--- src/sv/uvs_pkg.sv ---
package uvs_pkg;

   localparam int BYTE_W       = 8;
   localparam int LIKELIHOOD_W = 17;
   localparam int PENDING_W    = 2;

   typedef logic [BYTE_W-1:0]    byte_type;
   typedef logic [PENDING_W-1:0] pending_type;

   localparam byte_type BYTE_NUL   = 8'h00;
   localparam byte_type BYTE_ASCII_LIMIT = 8'h80;
   localparam byte_type LEAD2_LO   = 8'hC2;
   localparam byte_type LEAD2_HI   = 8'hDF;
   localparam byte_type LEAD3_LO   = 8'hE0;
   localparam byte_type LEAD3_HI   = 8'hEF;
   localparam byte_type LEAD3_E0   = 8'hE0;
   localparam byte_type LEAD3_ED   = 8'hED;
   localparam byte_type LEAD3_RARE_LO = 8'hEA;
   localparam byte_type LEAD3_RARE_HI = 8'hEE;
   localparam byte_type LEAD4_LO   = 8'hF0;
   localparam byte_type LEAD4_HI   = 8'hF4;
   localparam byte_type CONT_LO    = 8'h80;
   localparam byte_type CONT_HI    = 8'hBF;
   localparam byte_type CONT_E0_LO = 8'hA0;
   localparam byte_type CONT_ED_HI = 8'h9F;
   localparam byte_type CONT_F0_LO = 8'h90;
   localparam byte_type CONT_F4_HI = 8'h8F;

   localparam pending_type PEND_NONE  = 2'd0;
   localparam pending_type PEND_ONE   = 2'd1;
   localparam pending_type PEND_TWO   = 2'd2;
   localparam pending_type PEND_THREE = 2'd3;

endpackage

--- src/sv/uvs_if.sv ---
interface uvs_req_if
   import uvs_pkg::*;
   ();
   logic     valid;
   logic     ready;
   byte_type byte_in;

   modport source (output valid, output byte_in, input ready);
   modport sink   (input valid, input byte_in, output ready);
endinterface

interface uvs_rsp_if
   import uvs_pkg::*;
   ();
   logic                    valid;
   logic                    ready;
   logic                    accepted;
   logic [LIKELIHOOD_W-1:0] likelihood;
   pending_type             pending;

   modport source (output valid, output accepted, output likelihood, output pending,
                   input ready);
   modport sink   (input valid, input accepted, input likelihood, input pending,
                   output ready);
endinterface

--- src/sv/utf8_validator_scorer.sv ---
// Channel    Role     Payload                                Handshake
// req_chan   sink     byte_in[7:0]                           valid/ready
// rsp_chan   source   accepted, likelihood[16:0], pending    valid/ready
//
// One byte per cycle sustained while results are taken; each beat passes
// through the input register and then the result register, which drives the
// outputs. The limit is the single score multiplier between the two registers.
// Reset is synchronous and clears the sequence state and the score to 1.0. A
// stalled result holds both stages; the input register still takes a beat
// while it is empty and only the result waits.
module utf8_validator_scorer
   import uvs_pkg::*;
   #(
   parameter int SCORE_FRAC_BITS = 16
   )
   (
   input logic      clock,
   input logic      reset,
   uvs_req_if.sink   req_chan,
   uvs_rsp_if.source rsp_chan
   );

   localparam int SCORE_W = SCORE_FRAC_BITS + 1;
   localparam logic [63:0] FACTOR_0P9_WIDE = ((64'd9 << SCORE_FRAC_BITS) + 64'd5) / 64'd10;
   localparam logic [63:0] FACTOR_0P8_WIDE = ((64'd8 << SCORE_FRAC_BITS) + 64'd5) / 64'd10;
   localparam logic [SCORE_FRAC_BITS-1:0] FACTOR_0P9 = FACTOR_0P9_WIDE[SCORE_FRAC_BITS-1:0];
   localparam logic [SCORE_FRAC_BITS-1:0] FACTOR_0P8 = FACTOR_0P8_WIDE[SCORE_FRAC_BITS-1:0];
   localparam logic [SCORE_W-1:0] SCORE_ONE = {1'b1, {SCORE_FRAC_BITS{1'b0}}};

   logic         in_valid_ff;
   byte_type     byte_ff;
   logic         rsp_valid_ff;
   logic         accepted_ff;
   logic [SCORE_W-1:0] likelihood_ff;
   pending_type  pending_ff;

   pending_type  remaining_ff, remaining_in;
   byte_type     low_bound_ff, low_bound_in;
   byte_type     high_bound_ff, high_bound_in;
   logic [SCORE_W-1:0] score_ff, score_in;

   logic         advance;
   logic         ok;
   logic         scale;
   logic         use_0p9;
   logic [SCORE_FRAC_BITS-1:0] factor;
   logic [SCORE_W+SCORE_FRAC_BITS-1:0] product;
   logic [SCORE_W+LIKELIHOOD_W-1:0]    likelihood_wide;

   assign advance        = in_valid_ff && (!rsp_valid_ff || rsp_chan.ready);
   assign req_chan.ready = !in_valid_ff || advance;

   always_comb begin
      ok            = 1'b1;
      scale         = 1'b0;
      use_0p9       = 1'b0;
      remaining_in  = remaining_ff;
      low_bound_in  = low_bound_ff;
      high_bound_in = high_bound_ff;
      if (remaining_ff == PEND_NONE) begin
         if (byte_ff >= LEAD2_LO && byte_ff <= LEAD2_HI) begin
            remaining_in  = PEND_ONE;
            low_bound_in  = CONT_LO;
            high_bound_in = CONT_HI;
            scale         = 1'b1;
            use_0p9       = 1'b1;
         end else if (byte_ff >= LEAD3_LO && byte_ff <= LEAD3_HI) begin
            remaining_in  = PEND_TWO;
            low_bound_in  = (byte_ff == LEAD3_E0) ? CONT_E0_LO : CONT_LO;
            high_bound_in = (byte_ff == LEAD3_ED) ? CONT_ED_HI : CONT_HI;
            scale         = (byte_ff >= LEAD3_RARE_LO) && (byte_ff <= LEAD3_RARE_HI);
         end else if (byte_ff >= LEAD4_LO && byte_ff <= LEAD4_HI) begin
            remaining_in  = PEND_THREE;
            low_bound_in  = (byte_ff == LEAD4_LO) ? CONT_F0_LO : CONT_LO;
            high_bound_in = (byte_ff == LEAD4_HI) ? CONT_F4_HI : CONT_HI;
            scale         = 1'b1;
         end else if (byte_ff >= BYTE_ASCII_LIMIT) begin
            ok = 1'b0;
         end else if (byte_ff == BYTE_NUL) begin
            scale = 1'b1;
         end
      end else begin
         if (byte_ff < low_bound_ff || byte_ff > high_bound_ff) begin
            ok = 1'b0;
         end else begin
            remaining_in  = remaining_ff - PEND_ONE;
            low_bound_in  = CONT_LO;
            high_bound_in = CONT_HI;
         end
      end
   end

   assign factor   = use_0p9 ? FACTOR_0P9 : FACTOR_0P8;
   assign product  = {{SCORE_FRAC_BITS{1'b0}}, score_ff} *
                     {{SCORE_W{1'b0}}, factor};
   assign score_in = scale ? product[SCORE_W+SCORE_FRAC_BITS-1:SCORE_FRAC_BITS] : score_ff;

   always_ff @(posedge clock) begin
      if (reset) begin
         in_valid_ff   <= 1'b0;
         rsp_valid_ff  <= 1'b0;
         remaining_ff  <= PEND_NONE;
         low_bound_ff  <= CONT_LO;
         high_bound_ff <= CONT_HI;
         score_ff      <= SCORE_ONE;
      end else begin
         if (req_chan.ready) begin
            in_valid_ff <= req_chan.valid;
         end
         if (advance) begin
            rsp_valid_ff  <= 1'b1;
            remaining_ff  <= remaining_in;
            low_bound_ff  <= low_bound_in;
            high_bound_ff <= high_bound_in;
            score_ff      <= score_in;
         end else if (rsp_chan.ready) begin
            rsp_valid_ff <= 1'b0;
         end
      end
   end

   always_ff @(posedge clock) begin
      if (req_chan.ready && req_chan.valid) begin
         byte_ff <= req_chan.byte_in;
      end
      if (advance) begin
         accepted_ff   <= ok;
         likelihood_ff <= score_in;
         pending_ff    <= remaining_in;
      end
   end

   assign likelihood_wide     = {{LIKELIHOOD_W{1'b0}}, likelihood_ff};
   assign rsp_chan.valid      = rsp_valid_ff;
   assign rsp_chan.accepted   = accepted_ff;
   assign rsp_chan.likelihood = likelihood_wide[LIKELIHOOD_W-1:0];
   assign rsp_chan.pending    = pending_ff;

   a_reset_clears_output: assert property (@(posedge clock)
      reset |=> !rsp_chan.valid)
      else $error("result valid after reset");

   a_score_never_grows: assert property (@(posedge clock) disable iff (reset)
      advance |-> (score_in <= score_ff))
      else $error("score increased");

   a_rejected_keeps_state: assert property (@(posedge clock) disable iff (reset)
      (advance && !ok) |=> (remaining_ff == $past(remaining_ff)
                            && score_ff == $past(score_ff)))
      else $error("rejected beat changed state");

   a_bounds_in_cont_range: assert property (@(posedge clock) disable iff (reset)
      (remaining_ff != PEND_NONE) |-> (low_bound_ff >= CONT_LO
                                        && high_bound_ff <= CONT_HI
                                        && low_bound_ff <= high_bound_ff))
      else $error("continuation bounds out of range");

endmodule
--- src/flat_wrapper.sv ---
// flat-port wrapper written by rule: the top's interface ports become plain ports
module utf8_validator_scorer_flat import uvs_pkg::*;
#(
   parameter int SCORE_FRAC_BITS = 16
   )
  (clock, reset, req_chan_valid, req_chan_byte_in, req_chan_ready, rsp_chan_valid, rsp_chan_accepted, rsp_chan_likelihood, rsp_chan_pending, rsp_chan_ready);
  uvs_req_if req_chan_i ();
  uvs_rsp_if rsp_chan_i ();
  input logic clock;
  input logic reset;
  input wire logic [$bits(req_chan_i.valid)-1:0] req_chan_valid;
  input wire logic [$bits(req_chan_i.byte_in)-1:0] req_chan_byte_in;
  output wire logic [$bits(req_chan_i.ready)-1:0] req_chan_ready;
  output wire logic [$bits(rsp_chan_i.valid)-1:0] rsp_chan_valid;
  output wire logic [$bits(rsp_chan_i.accepted)-1:0] rsp_chan_accepted;
  output wire logic [$bits(rsp_chan_i.likelihood)-1:0] rsp_chan_likelihood;
  output wire logic [$bits(rsp_chan_i.pending)-1:0] rsp_chan_pending;
  input wire logic [$bits(rsp_chan_i.ready)-1:0] rsp_chan_ready;
  assign req_chan_i.valid = req_chan_valid;
  assign req_chan_i.byte_in = req_chan_byte_in;
  assign req_chan_ready = req_chan_i.ready;
  assign rsp_chan_valid = rsp_chan_i.valid;
  assign rsp_chan_accepted = rsp_chan_i.accepted;
  assign rsp_chan_likelihood = rsp_chan_i.likelihood;
  assign rsp_chan_pending = rsp_chan_i.pending;
  assign rsp_chan_i.ready = rsp_chan_ready;
  utf8_validator_scorer #(.SCORE_FRAC_BITS(SCORE_FRAC_BITS)) u_core (.clock(clock), .reset(reset), .req_chan(req_chan_i), .rsp_chan(rsp_chan_i));
endmodule
--- config.mk ---
export PLATFORM = sky130hd
export DESIGN_NAME = utf8_validator_scorer_flat
export DESIGN_NICKNAME = d
export VERILOG_FILES = /design/src/sv/uvs_pkg.sv /design/src/sv/uvs_if.sv /design/src/sv/utf8_validator_scorer.sv /design/src/flat_wrapper.sv
export SDC_FILE = /design/constraint.sdc
export NUM_CORES = 1
export LEC_CHECK = 0
export BUFFER_PORTS_ARGS = -buffer_cell sky130_fd_sc_hd__clkbuf_2
export CAP_MARGIN = 20
export CORE_MARGIN = 2
export CORE_UTILIZATION = 70
export CTS_CLUSTER_DIAMETER = 200
export DETAILED_ROUTE_END_ITERATION = 16
export GPL_ROUTABILITY_DRIVEN = 0
export GPL_TIMING_DRIVEN = 0
export PLACE_DENSITY = 0.86
export SYNTH_ARGS = -nofsm -noshare
export SYNTH_HDL_FRONTEND = slang
export SYNTH_SLANG_ARGS = --single-unit
export TNS_END_PERCENT = 20
--- constraint.sdc ---
create_clock -name clock -period 14 [get_ports clock]
set_input_delay 0.7 -clock clock [delete_from_list [all_inputs] [get_ports clock]]
set_output_delay 0.7 -clock clock [all_outputs]
set_load 0.01 [all_outputs]
==> results.md, run 1 <==
- Clock latency at the later pin of the worst-skew pair: 300 ps
- Commonest non-fill, non-tap cell in the layout: inv_1
- Clock root buffer: clkbuf_16
- Share of power burned in the clock network: between 10 and 15%
- Core area: roughly 13000 um^2
- Buffers on Ports: 32
- Cts repair resizes: 0
- CTS tree: built
- Global route total overflow: 0
- Area of the multi-input gates: between 6000 and 7000 um^2
- Post-place setup slack: roughly 6000 ps
- Power Total: about 0.0012 W
- H-tree levels: 2
- Setup CP Type: flop to flop
- Switch Pwr: ~0.00062 W
- Final setup viols: 0
- Sink Count: 53
- Reg power frac: 16.6%
- Post-CTS setup buffers: 0
- Slew headroom: about a third
- Starting density of the core: a little under three quarters
- Final setup TNS: 0 ps
- Die area: between 10000 and 15000 um^2
- Status: completed
- Seq/Total Area, Yosys: roughly 15%
- Share of cells above drive strength 1: between 6 and 7%
- Final worst clock skew: around 7.9 ps
- Period utilization: 57.3%
- Final cell count without fillers: about 1200
- Largest family of logic cells by synthesized area: adder cells
- Placed cells: around 1200
- Pin count of the biggest net entering global routing: 24
- Vias in the first global route: roughly 7000
- Drt drc: 0
- Register Area: roughly 1300 um^2
- Synthesis-to-layout area growth: 6.33%
- RSZ-0062 raised after global routing: false
- CP required: between 10000 and 15000 ps
- Logic gate share of total power: roughly three quarters
- VDD IR max: 0.131 mV
- WL per Instance: 17.6 um
- Longest Clk Path Bufs: 2
- # nets final: 1286
- FFs w/ async S/R, synth: 0%
- Die Ht: around 120 um
- Switching part of the total: between 50 and 60%
- Mux cell area share after synthesis: 1.34%
- Fin. max-slew vios: 0
- DRT Wirelength: between 20000 and 25000 um
- Worst-path fanout max: 10
- Synth warn: 0
- Die width: between 100 and 150 um
- Critical Path Start Type: flop
- Post-route ant nets: 0
- #FFs+latches synth: 53
- Pleak: roughly 5.2 nW
- Min setup slack post-route: about 6000 ps
- Min-Delay Path Class: flop to flop
- Power Density: 128 nW/um^2
- Initial DRC Count: ~370
- CP delay by family, top: adder cells
- Minimum clock period: between 8000 and 9000 ps
- Ant. Diodes: 0
- FMAX: about 120 MHz
- Global-route wire length before repair: between 30000 and 40000 um
- Pint: roughly 0.0006 W
- Synth Area in Compound Gates: under 10%
- Drt pass-1 iters: 5
- R2r setup slk: around 6000 ps
- Total CTS buffers: 5
- Synth Area in Simple Gates: under 10%
- CP Buf/Inv Count: 6
- # IOs: 34
- Final Hold Fails: 0
- Crit path max-delay cell type: fa_1
- Total of max-cap violations: 0
- Clock slew seen by the registers of the worst setup and hold paths: roughly 70 ps
- Post-synth EDFFs: 28
- HPWL Detailed: approximately 18000 um
- Global Route Usage Sum: ~33%
- Rows: approximately 40
- Commonest cells after routing, fill and taps aside: inv_1 (269), fa_1 (154), ha_1 (134), nand2_1 (78), nor2_1 (35)
- CTS Hold Bufs: 0
- Crit-path max cell delay: 610 ps
- Initial antenna violation count: 0
- Worst setup EP type: flop
- Post-Synth Adder-Cell Area: 53.1%
- Mapped Area: around 9000 um^2
- Via density: 5.59
- Worst-Margin Slew: between 1000 and 1500 ps
- Per-instance average area after synthesis: roughly 9.6 um^2
- Fill cell total of the finished layout: between 800 and 900
- Mapped Cells: between 900 and 1000
- Synth Area in XOR/XNOR: about 1.9%
- Routed via count: around 6500
- Most used flip-flop cell after synthesis: edfxtp_1
- Post-synth cell types: 56
- Worst EP arrival: slightly above 8000 ps
## power by group through the flow
stage	Sequential, W	Clock, W	Combinational (W)
final	0.000202	0.000123	0.000895
after global routing	0.000203	0.000129	0.00102
after CTS	0.000201	0.000123	0.000885
after detailed placement	0.000205	0	0.000877
after global placement	0.000204	0	0.000841
after floorplan	0.000202	0	0.000646
## layout make-up
cell class              count  share of cell area (%)
clock inverters             2                   0.144
multi-input cells         613                    69.3
plain buffers              12                   0.591
flip-flops and latches     53                    14.1
repair buffers             32                    1.68
clock buffers               6                    1.35
well taps                 172                    2.26
inverters                 269                    10.6
## synthesized netlist by cell type, types with 8 or more instances
library cell / n / area, um^2
and3_1: 8 / 50.1
dfxtp_1: 25 / 500
nand3_1: 9 / 45.0
inv_1: 269 / 1010
nand2_1: 78 / 293
xnor2_1: 12 / 105
ha_1: 134 / 1680
o21ai_0: 18 / 90.1
edfxtp_1: 28 / 841
nor2_1: 35 / 131
a21o_1: 13 / 97.6
a21oi_1: 34 / 170
mux2_2: 8 / 90.1
fa_1: 154 / 3080
nor3_1: 9 / 45.0
## final timing paths
check / from / endpoint / depth (start not counted)
worst max register to register: u_core.byte_ff[4]$_DFFE_PP_ / u_core.rsp_chan.likelihood[16]$_DFFE_PP_ / 25
worst max-delay path: u_core.byte_ff[4]$_DFFE_PP_ / u_core.rsp_chan.likelihood[16]$_DFFE_PP_ / 25
worst min register to register: u_core.remaining_ff[0]$_SDFFE_PP0P_ / u_core.remaining_ff[0]$_SDFFE_PP0P_ / 2
worst min-delay path: u_core.remaining_ff[0]$_SDFFE_PP0P_ / u_core.remaining_ff[0]$_SDFFE_PP0P_ / 2
## state kept, by name, indices dropped and copies added (netlist names)
signal,flops
u_core.rsp_chan.likelihood,17
u_core.score_ff,17
u_core.byte_ff,8
u_core.high_bound_ff,2
u_core.low_bound_ff,2
u_core.remaining_ff,2
u_core.rsp_chan.pending,2
u_core.in_valid_ff,1
u_core.rsp_chan.accepted,1
u_core.rsp_chan.valid,1
## per-stage QoR
step                      area [um^2]  util, %  hold WS [ps]
after global placement           9390     74.7           467
after global routing             9530     75.8           518
final                            9530     75.8           487
after detailed placement         9390     74.7           472
after floorplan                  9010        -           450
after CTS                        9530     75.8           486
## tightest hold or removal path: stages (launching register included)
cell and delay [ps]:
dfxtp_1 330, nand2_1 60, a21oi_1 60
## metal layers
metal	up-vias	track usage, %	routed length [um]
met2	287	55.9	10100
met1	3130	41.8	7720
met3	70	6.69	1710
met5	-	0	0
li1	2989	-	-
met4	0	14.3	950
## cell families after synthesis
group	after synthesis
compound gates	105
xor+xnor	19
fa+ha+maj	288
buf+inv	281
flops	53
mux	11
other cells	2
simple gates	175
No activity file was read; power rests on OpenSTA's default activity.
==> run 2: changes to the inputs <==
- ABC_AREA: not set -> 1
- CORE_UTILIZATION: 70 -> 59
- PLACE_DENSITY: 0.86 -> 0.76
- clock period: 14 -> 6.9 ns (I/O delays scaled with it)
==> run 2 against run 1 <==
- core utilization down 11 points
- count of clock-buffer cells in the layout down 1
- highest routed layer unchanged
- critical endpoint is now u_core.score_ff[9]$_SDFFE_PP0P_
- critical path depth is 3 higher
- synthesized area up 12%
- via count rose by 25%
- register-to-register slack got worse by 5600 ps
- maximum frequency is 22% higher
- first-iteration DRC count increased by 40%
==> results.md, run 2 <==
- Global Route Usage Sum: ~29%
- Top cell by count, worst path: inv_1
- Area of the multi-input gates: ~7200 um^2
- Drt pass-1 iters: 5
- Rows: 47
- Sink Count: 53
- Most common cell in the netlist: inv_1
- Final worst clock skew: between 15 and 20 ps
- HPWL Detailed: ~22000 um
- Critical Path Start Type: flop
- Slew headroom: roughly three fifths
- Top cells by area, synth: fa_1 (31%), ha_1 (17%), inv_1 (15%)
- Final Hold Fails: 0
- H-tree levels: 2
- # nets final: ~1600
- Period utilization: between 90% and 100%
- Setup CP Type: flop to flop
- Initial antenna violation count: 0
- Post-synth EDFFs: 28
- CTS tree: built
- Crit-path max cell delay: ~550 ps
- FMAX: ~150 MHz
- Post-route ant nets: 0
- Routed via count: ~8000
- Seq/Total Area, Yosys: 13.4%
- Vias in the first global route: a little over 8000
- Clock latency at the later pin of the worst-skew pair: 300 ps
- Die area: roughly 18000 um^2
- Commonest cells after routing, fill and taps aside: inv_1 (397), nand2_1 (295), fa_1 (154), ha_1 (132), nor2_1 (53)
- Final core occ: between 60% and 70%
- Synthesis-to-layout area growth: 7.91%
- FFs w/ async S/R, synth: 0%
- Worst EP arrival: between 6000 and 7000 ps
- Clock root buffer: clkbuf_16
- Clock slew seen by the registers of the worst setup and hold paths: approximately 80 ps
- Status: completed
- Worst setup path endpoint: u_core.score_ff[9]$_SDFFE_PP0P_
- Finished Cell Area: 10800 um^2
- Top cell type's share of synthesized area: 30.7%
- Min-delay src: req_chan_byte_in[4]
- Worst-Margin Slew: 625 ps
- Worst Setup SP: u_core.remaining_ff[0]$_SDFFE_PP0P_
- Global route total overflow: 0
- Core area: around 17000 um^2
- Reg-to-reg critical path endpoint: u_core.score_ff[9]$_SDFFE_PP0P_
- Fin. max-slew vios: 0
- Worst-path fanout max: 10
- Ant. Diodes: 0
- Starting density of the core: about 60%
- Pin count of the biggest net entering global routing: 30
- Share of cells above drive strength 1: just over 7%
- R2r setup slk: about 350 ps
- DRT Wirelength: around 25000 um
- Total CTS buffers: 5
- Commonest non-fill, non-tap cell in the layout: inv_1
- Min-Delay Path Class: input port to flop
- Mapped Cells: ~1300
- #FFs+latches synth: between 50 and 60
- Total of max-cap violations: 0
- Final setup viols: 0
- CP required: 7080 ps
- Crit path max-delay cell type: fa_1
- Worst setup EP type: flop
- RSZ-0062 raised after global routing: false
- Post-synth cell types: 38
- Mapped Area: roughly 10000 um^2
- Minimum clock period: between 6000 and 7000 ps
- Longest Clk Path Bufs: 2
- Die Ht: around 130 um
- Fill cell total of the finished layout: between 1000 and 1500
- Synth warn: 0
- Most used flip-flop cell after synthesis: edfxtp_1
- R2R Path Start: u_core.remaining_ff[0]$_SDFFE_PP0P_
- Drt drc: 0
- Per-instance average area after synthesis: approximately 8 um^2
- Buffers on Ports: 33
- # IOs: 34
- Via density: approximately 5.1
- Commonest cells post-synth: inv_1 (397), nand2_1 (296), fa_1 (154), ha_1 (134), nor2_1 (65)
- Worst R2R Path Depth: 28
- Yosys top cell by area: fa_1
- Die width: about 130 um
- Global-route wire length before repair: 40400 um
- WL per Instance: ~16 um
- Area after DPL: about 11000 um^2
- Register Area: between 1000 and 1500 um^2
- Initial DRC Count: 521
## run 2: changes by cell type after synthesis, sizes merged, moves of 9 or more
cell	previous run	this run
a21o	13	1
a21oi	34	48
inv	269	401
nand2	79	310
nand3	9	51
nand4	2	14
nor2	36	67
xnor2	12	3
## run 2: how the worst min path moves through the flow
stage | endpoint | slack, ps | cells after the start
after floorplan | u_core.low_bound_ff[4]$_SDFFE_PP0P_ | 420 | 2
after CTS | u_core.byte_ff[4]$_DFFE_PP_ | 220 | 1
after detailed placement | u_core.low_bound_ff[4]$_SDFFE_PP0P_ | 450 | 2
after global placement | u_core.low_bound_ff[4]$_SDFFE_PP0P_ | 440 | 2
after global routing | u_core.byte_ff[7]$_DFFE_PP_ | 210 | 1
final | u_core.byte_ff[4]$_DFFE_PP_ | 210 | 1
## run 2: timing repair
item,4_1_cts,5_1_grt
pin swaps,0,1
endpoints found under the setup margin,11,32
setup buffers,0,6
hold buffers,0,0
gates resized for setup,2,28
## run 2: kinds of logic (layout without fill, tap and decap cells)
kind of cell	Yosys count	in the layout	share of synthesized area [%]
AND/OR/NAND/NOR	457	457	19.0
buffers and inverters	411	458	15.6
adder cells (fa/ha/maj)	288	288	47.4
AO/OA/AOI/OAI	72	72	3.90
flip-flops	53	53	13.4
XOR/XNOR	7	7	0.611
other	2	15	0.0749
## run 2: critical path, delay by kind of cell (launching register included)
kind	cells	cell delay [ps]
flip-flops	1	300
buffers and inverters	9	840
AND/OR/NAND/NOR	11	1670
adder cells (fa/ha/maj)	8	3620
## run 2: routing by layer
metal | wire length [um] | GRT usage [%] | vias to the layer above
li1 | - | - | 3916
met1 | 10100 | 37.9 | 3816
met2 | 11400 | 47.6 | 282
met3 | 2140 | 7.56 | 60
met4 | 896 | 10.2 | 0
met5 | 0 | 0 | -
## run 2: cell type report
cell class	count	share of cell area (%)
sequential	53	12.4
timing repair buffer	39	1.94
inverter	401	13.9
clock inverter	3	0.404
tap	220	2.54
buffer	10	0.682
clock buffer	5	1.16
multi-input combinational	839	66.9
## run 2: stage by stage
stage,setup WS (ps),TNS [ps],hold slack [ps],cells
global route,8.66,0,208,1570
finish,350,0,214,1570
global placement,-14.6,-21.1,439,1556
CTS,38.2,0,218,1564
detailed placement,-33.3,-38.5,447,1556
floorplan,805,0,424,1303
Power of run 2 is not shown: default switching activity piles up to over one toggle a cycle in this logic, so the estimate is an artifact.
